===== src/rtl/core/chd_pkg.sv =====
`default_nettype none

package chd_pkg;

    localparam int FIELD_W            = 16;
    localparam int HEADING_W          = 9;
    localparam int X_W                = 20;
    localparam int Z_W                = 27;
    localparam int FRAC_W             = 16;
    localparam int DEG_W              = Z_W - FRAC_W;
    localparam int TABLE_LEN          = 24;
    localparam int ROTATION_STEPS_DEF = 16;

    localparam logic signed [Z_W-1:0] DEG_HALF_TURN = Z_W'(180 * 65536);
    localparam logic signed [Z_W-1:0] DEG_FULL_TURN = Z_W'(360 * 65536);
    localparam logic [DEG_W-1:0]      HEADING_MAX   = DEG_W'(359);

    typedef struct packed {
        logic                  zero;
        logic signed [X_W-1:0] x;
        logic signed [X_W-1:0] y;
        logic signed [Z_W-1:0] z;
    } t_vec;

    // atan(2^-i) in degrees, 16 fractional bits
    function automatic logic signed [Z_W-1:0] step_angle(input int step);
        logic signed [Z_W-1:0] a;
        case (step)
            0:  a = Z_W'(2949120);
            1:  a = Z_W'(1740967);
            2:  a = Z_W'(919879);
            3:  a = Z_W'(466945);
            4:  a = Z_W'(234379);
            5:  a = Z_W'(117304);
            6:  a = Z_W'(58666);
            7:  a = Z_W'(29335);
            8:  a = Z_W'(14668);
            9:  a = Z_W'(7334);
            10: a = Z_W'(3667);
            11: a = Z_W'(1833);
            12: a = Z_W'(917);
            13: a = Z_W'(458);
            14: a = Z_W'(229);
            15: a = Z_W'(115);
            16: a = Z_W'(57);
            17: a = Z_W'(29);
            18: a = Z_W'(14);
            19: a = Z_W'(7);
            20: a = Z_W'(4);
            21: a = Z_W'(2);
            22: a = Z_W'(1);
            default: a = '0;
        endcase
        return a;
    endfunction

endpackage

`default_nettype wire


===== src/rtl/core/chd_rot_cell.sv =====
`default_nettype none

module chd_rot_cell #(
    parameter int STEP = 0
) (
    input  wire logic          i_clk,
    input  wire logic          i_rst_n,
    input  wire logic          i_valid,
    output logic               o_ready,
    input  wire chd_pkg::t_vec i_data,
    output logic               o_valid,
    input  wire logic          i_ready,
    output chd_pkg::t_vec      o_data
);
    import chd_pkg::*;

    localparam logic signed [Z_W-1:0] ANGLE = step_angle(STEP);

    logic                  r_valid;
    t_vec                  r_data;
    t_vec                  n_data;
    logic signed [X_W-1:0] xs;
    logic signed [X_W-1:0] ys;

    assign o_ready = !r_valid || i_ready;
    assign o_valid = r_valid;
    assign o_data  = r_data;

    always_comb begin
        xs          = i_data.x >>> STEP;
        ys          = i_data.y >>> STEP;
        n_data.zero = i_data.zero;
        if (!i_data.y[X_W-1]) begin
            n_data.x = i_data.x + ys;
            n_data.y = i_data.y - xs;
            n_data.z = i_data.z + ANGLE;
        end else begin
            n_data.x = i_data.x - ys;
            n_data.y = i_data.y + xs;
            n_data.z = i_data.z - ANGLE;
        end
    end

    always_ff @(posedge i_clk) begin
        if (!i_rst_n) begin
            r_valid <= 1'b0;
        end else if (o_ready) begin
            r_valid <= i_valid;
        end
    end

    always_ff @(posedge i_clk) begin
        if (i_valid && o_ready) begin
            r_data <= n_data;
        end
    end

endmodule

`default_nettype wire


===== src/rtl/core/compass_heading_degrees_core.sv =====
// path: registered input cell, one rotation cell per micro-rotation step, registered output cell
// throughput: one beat per cycle while the output is not stalled, one micro-rotation per cell of the chain
// stalls are passed back cell by cell, so bubbles in the chain are filled
// reset: synchronous, active low, clears the valid flags of every stage only
`default_nettype none

module compass_heading_degrees_core #(
    parameter int ROTATION_STEPS = chd_pkg::ROTATION_STEPS_DEF
) (
    input  wire logic                                i_clk,
    input  wire logic                                i_rst_n,
    input  wire logic                                i_valid,
    output logic                                     o_stall,
    input  wire logic signed [chd_pkg::FIELD_W-1:0]  i_field_x,
    input  wire logic signed [chd_pkg::FIELD_W-1:0]  i_field_y,
    output logic                                     o_valid,
    input  wire logic                                i_stall,
    output logic [chd_pkg::HEADING_W-1:0]            o_heading
);
    import chd_pkg::*;

    localparam int NSTEPS = (ROTATION_STEPS > TABLE_LEN) ? TABLE_LEN : ROTATION_STEPS;

    t_vec                  w_data  [NSTEPS+1];
    logic                  w_valid [NSTEPS+1];
    logic                  w_ready [NSTEPS+1];

    logic                  r_pre_valid;
    t_vec                  r_pre;
    t_vec                  n_pre;
    logic signed [X_W-1:0] xe;
    logic signed [X_W-1:0] ye;

    logic                  r_out_valid;
    logic [HEADING_W-1:0]  r_heading;
    logic [HEADING_W-1:0]  n_heading;
    logic signed [Z_W-1:0] z_wrap;
    logic [DEG_W-1:0]      deg;

    // input cell: zero test and fold into the right half-plane
    always_comb begin
        xe         = X_W'(i_field_x);
        ye         = X_W'(i_field_y);
        n_pre.zero = (i_field_x == '0) || (i_field_y == '0);
        if (i_field_x[FIELD_W-1]) begin
            n_pre.x = -xe;
            n_pre.y = -ye;
            n_pre.z = i_field_y[FIELD_W-1] ? -DEG_HALF_TURN : DEG_HALF_TURN;
        end else begin
            n_pre.x = xe;
            n_pre.y = ye;
            n_pre.z = '0;
        end
    end

    assign o_stall = r_pre_valid && !w_ready[0];

    always_ff @(posedge i_clk) begin
        if (!i_rst_n) begin
            r_pre_valid <= 1'b0;
        end else if (!o_stall) begin
            r_pre_valid <= i_valid;
        end
    end

    always_ff @(posedge i_clk) begin
        if (i_valid && !o_stall) begin
            r_pre <= n_pre;
        end
    end

    assign w_data[0]  = r_pre;
    assign w_valid[0] = r_pre_valid;

    for (genvar k = 0; k < NSTEPS; k++) begin : g_cell
        chd_rot_cell #(
            .STEP (k)
        ) u_cell (
            .i_clk   (i_clk),
            .i_rst_n (i_rst_n),
            .i_valid (w_valid[k]),
            .o_ready (w_ready[k]),
            .i_data  (w_data[k]),
            .o_valid (w_valid[k+1]),
            .i_ready (w_ready[k+1]),
            .o_data  (w_data[k+1])
        );
    end

    // output cell: wrap, truncate, saturate, and force zero for a zero input
    always_comb begin
        z_wrap = w_data[NSTEPS].z[Z_W-1] ? (w_data[NSTEPS].z + DEG_FULL_TURN)
                                         : w_data[NSTEPS].z;
        deg    = z_wrap[Z_W-1] ? '0 : DEG_W'(z_wrap[Z_W-1:FRAC_W]);
        if (w_data[NSTEPS].zero) begin
            n_heading = '0;
        end else if (deg > HEADING_MAX) begin
            n_heading = HEADING_W'(HEADING_MAX);
        end else begin
            n_heading = HEADING_W'(deg);
        end
    end

    assign w_ready[NSTEPS] = !r_out_valid || !i_stall;

    always_ff @(posedge i_clk) begin
        if (!i_rst_n) begin
            r_out_valid <= 1'b0;
        end else if (w_ready[NSTEPS]) begin
            r_out_valid <= w_valid[NSTEPS];
        end
    end

    always_ff @(posedge i_clk) begin
        if (w_valid[NSTEPS] && w_ready[NSTEPS]) begin
            r_heading <= n_heading;
        end
    end

    assign o_valid   = r_out_valid;
    assign o_heading = r_heading;

endmodule

`default_nettype wire


===== config.mk =====
export PLATFORM = sky130hd
export DESIGN_NAME = compass_heading_degrees_core
export DESIGN_NICKNAME = d
export VERILOG_FILES = /design/src/rtl/core/chd_pkg.sv /design/src/rtl/core/chd_rot_cell.sv /design/src/rtl/core/compass_heading_degrees_core.sv
export SDC_FILE = /design/constraint.sdc
export NUM_CORES = 2
export LEC_CHECK = 0
export ABC_CLOCK_PERIOD_IN_PS = 5750
export BUFFER_PORTS_ARGS = -buffer_cell sky130_fd_sc_hd__buf_2
export CORE_MARGIN = 10
export CORE_UTILIZATION = 65
export DETAILED_ROUTE_END_ITERATION = 6
export PLACE_DENSITY = 0.93
export SLEW_MARGIN = 5
export SYNTH_ARGS = -nofsm -noshare
export SYNTH_HDL_FRONTEND = slang
export SYNTH_HIERARCHICAL = 1
export SYNTH_SLANG_ARGS = --single-unit

===== constraint.sdc =====
create_clock -name i_clk -period 5.75 [get_ports i_clk]
set_clock_uncertainty 0.15 [all_clocks]
set_input_delay 0.575 -clock i_clk [delete_from_list [all_inputs] [get_ports i_clk]]
set_output_delay 0.575 -clock i_clk [all_outputs]
set_load 0.05 [all_outputs]

==> out/summary.txt <==
setup total negative slack -> 0 ns
slowest stage delay, CP -> 0.53 ns
Clock power frac -> 0.391
final net count -> 10,220
wire length reported by the detailed router -> 209,000 µm
die area -> 0.1495 mm²
starting density of the core -> 0.6550
total number of vias -> 70,990
Die Wd -> 386.7 µm
WHS Endpoint -> r_pre[32]
Crit Path Max Fanout -> 3
combinational share of power -> 0.160
Arrival @ worst endpoint -> 4.76 ns
router iterations before antenna repair -> 7
largest net degree at the start of global routing -> 69
Ys Warns -> 6
status -> finished with violations
Area after DPL -> 0.08944 mm²
Skew-Pair Late Insertion Delay -> 0.76 ns
DIE HEIGHT -> 386.7 µm
power density cells -> 210.2 mW/mm²
Sequential Power Share -> 0.449
Worst setup SP type -> primary input
hold_sp -> i_field_y[5]
# H-tree levels -> 3
post-route ant nets -> 0
final worst path period share -> 0.9541
Sw Ratio -> 0.2643
FF-to-FF path depth -> 19
Gate Count Post-Synth -> 9,066
Worst Setup End Kind -> output port
area of the multi-input gates -> 0.05373 mm²
Crit-path slowest cell -> dlygate4sd3_1
DP HPWL -> 157,900 µm
Reg area -> 0.03132 mm²
Buffers on Ports -> 46
CTS tree -> built
initial antenna violation count -> 2
Slew Limit Headroom -> 0.1802
root buffer cell -> clkbuf_16
final setup fails -> 0
Reg-to-Reg End -> g_cell[0].u_cell/o_data[28]
number of global-route vias before repair -> 69,920
Avg Synthesized Cell Area -> 9.642 µm²
Final GP Congestion -> 0.9293
Peak supply drop -> 0.0002851 V
Area Growth Syn to Fin -> 7.055%
GRT Total Usage -> 0.2652
first-pass GRT wire length -> 341,800 µm
fraction of layout cells with a size suffix above 1 -> 0.05178
RR Startpoint -> o_valid
WL per Instance -> 19.00 µm
grt ovf -> 0
Clock Sinks -> 1,049
Clock transition at path regs -> 0.05 ns
min Tclk post-route -> 5.486 ns
CP Class -> in -> out
fmax -> 182.3 MHz
Iter 0 DRT Violations -> 6,263
max-slew violations -> 0
max_cap viols -> 0
unrepaired setup endpoints after global routing -> false
row count -> 134
Util after Layout -> 0.7012
hold depth -> 2
min-delay worst type -> in -> reg
Residual DRC -> 2
Final Hold Fails -> 0
FILL cells -> 9,385
violated checks -> DRC
cell repeated most along the worst path -> nand2b_1
final non-filler cell area -> 0.09358 mm²
worst path cell trace -> dlygate4sd3_1, buf_2, nand2_1, nand2b_1, nand2b_1, nand2b_1, nand2b_1, nand2b_1, nand2b_1, nand2b_1, nand2b_2, nand2b_1, nand2b_1, nand2b_1, nand2b_1, nand2b_1, nand2b_1, nand2b_1, nand2b_4, nor2b_4, buf_6
P_sw -> 5.198 mW
Pleak -> 37.63 nW
placeable core area -> 0.1335 mm²
via-per-instance ratio -> 6.454
Inserted Clock Buffers -> 114
Clock Tree Buf Depth -> 3
Crit path required time -> 5.03 ns
internal power -> 14.47 mW
R2R setup slack -> 1.01 ns
slew at the pin closest to its max-slew limit -> 1.230 ns
io pins -> 47
mapped cell area -> 0.08741 mm²
cell usage in the layout, fill, tap and decap left out, types with 26 or more instances in the layout:
| cell type | n |
|---|---|
| edfxtp_1 | 1031 |
| ha_1 | 1005 |
| a21oi_1 | 825 |
| nor2_1 | 772 |
| xnor2_1 | 715 |
| nand2_1 | 554 |
| o21ai_0 | 446 |
| inv_1 | 444 |
| xor2_1 | 341 |
| a21o_1 | 320 |
| nor3_1 | 228 |
| nand3_1 | 167 |
| a31oi_1 | 124 |
| o21a_1 | 120 |
| a211oi_1 | 117 |
| nand2b_1 | 116 |
| clkbuf_16 | 114 |
| and3_1 | 105 |
| nor2b_1 | 102 |
| o21bai_1 | 92 |
| nand4_1 | 83 |
| nor4_1 | 72 |
| o21ai_1 | 65 |
| o31ai_1 | 64 |
| o211ai_1 | 64 |
| and2_1 | 63 |
| or3_1 | 49 |
| fa_1 | 45 |
| buf_2 | 45 |
| a21boi_0 | 43 |
| mux2i_1 | 35 |
| nand3b_1 | 30 |
| o41ai_1 | 30 |
| a211o_1 | 29 |
| buf_4 | 29 |
| or4_1 | 26 |
stage by stage:
stage	hold slack [ns]	cells	setup slack (ns)	power, mW
finish	0.06370	11000	0.2636	19.67
global route	0.04546	11000	0.02382	20.42
CTS	0.00003397	11000	0.0006941	19.71
detailed placement	0.2561	10770	0.4754	12.03
global placement	0.2512	10770	0.4667	11.91
floorplan	0.2503	9089	0.3264	11.32
worst max-delay path by stage:
stage	startpoint	endpoint	cells past startpoint
CTS	i_stall	o_stall	21
finish	i_stall	o_stall	21
global placement	i_stall	o_stall	20
floorplan	o_valid	r_pre[18]	19
detailed placement	i_stall	o_stall	20
global route	i_stall	o_stall	21
power by group through the flow:
stage	Clock, mW	Sequential (mW)	Combinational (mW)
after floorplan	0	8.93	2.39
after global placement	0	8.98	2.93
after detailed placement	0	8.99	3.04
after CTS	7.80	8.83	3.08
after global routing	8.12	8.85	3.45
final	7.68	8.84	3.15
layer usage:
metal | share of wire | vias up | GRT usage
met5 | 0.000053 | - | 0
met4 | 0.038 | 2 | 0.1059
met3 | 0.053 | 621 | 0.03028
met2 | 0.50 | 2568 | 0.4785
met1 | 0.41 | 33760 | 0.3200
li1 | - | 34040 | -
state kept, by name, summed over array words and instances (netlist names):
register / count
r_pre: 44
r_pre_valid: 1
g_cell.u_cell/o_data: 978
o_valid: 1
o_heading: 9
g_cell.u_cell/o_valid: 16
critical path: cells and delay by family:
family | cells | cell delay [ns]
AND/OR/NAND/NOR | 18 | 3.34
buffers and inverters | 3 | 0.84
cell type report:
class / count / share of cell area
timing repair buffer: 95 / 0.007207
multi-input combinational: 7419 / 0.5742
sequential: 1049 / 0.3347
clock buffer: 132 / 0.03131
inverter: 455 / 0.01829
clock inverter: 81 / 0.01063
antenna: 1 / 0.00002674
tap: 1768 / 0.02364
what timing repair did:
action                                 CTS  global route
gates resized for setup                  1             6
buffers inserted                         0             1
setup endpoints to repair                1             1
gates cloned                             0             0
pin swaps                                0             0
endpoints found under the hold margin   18             0
hold buffers                            18             0
(Power assumes the default switching activity.)
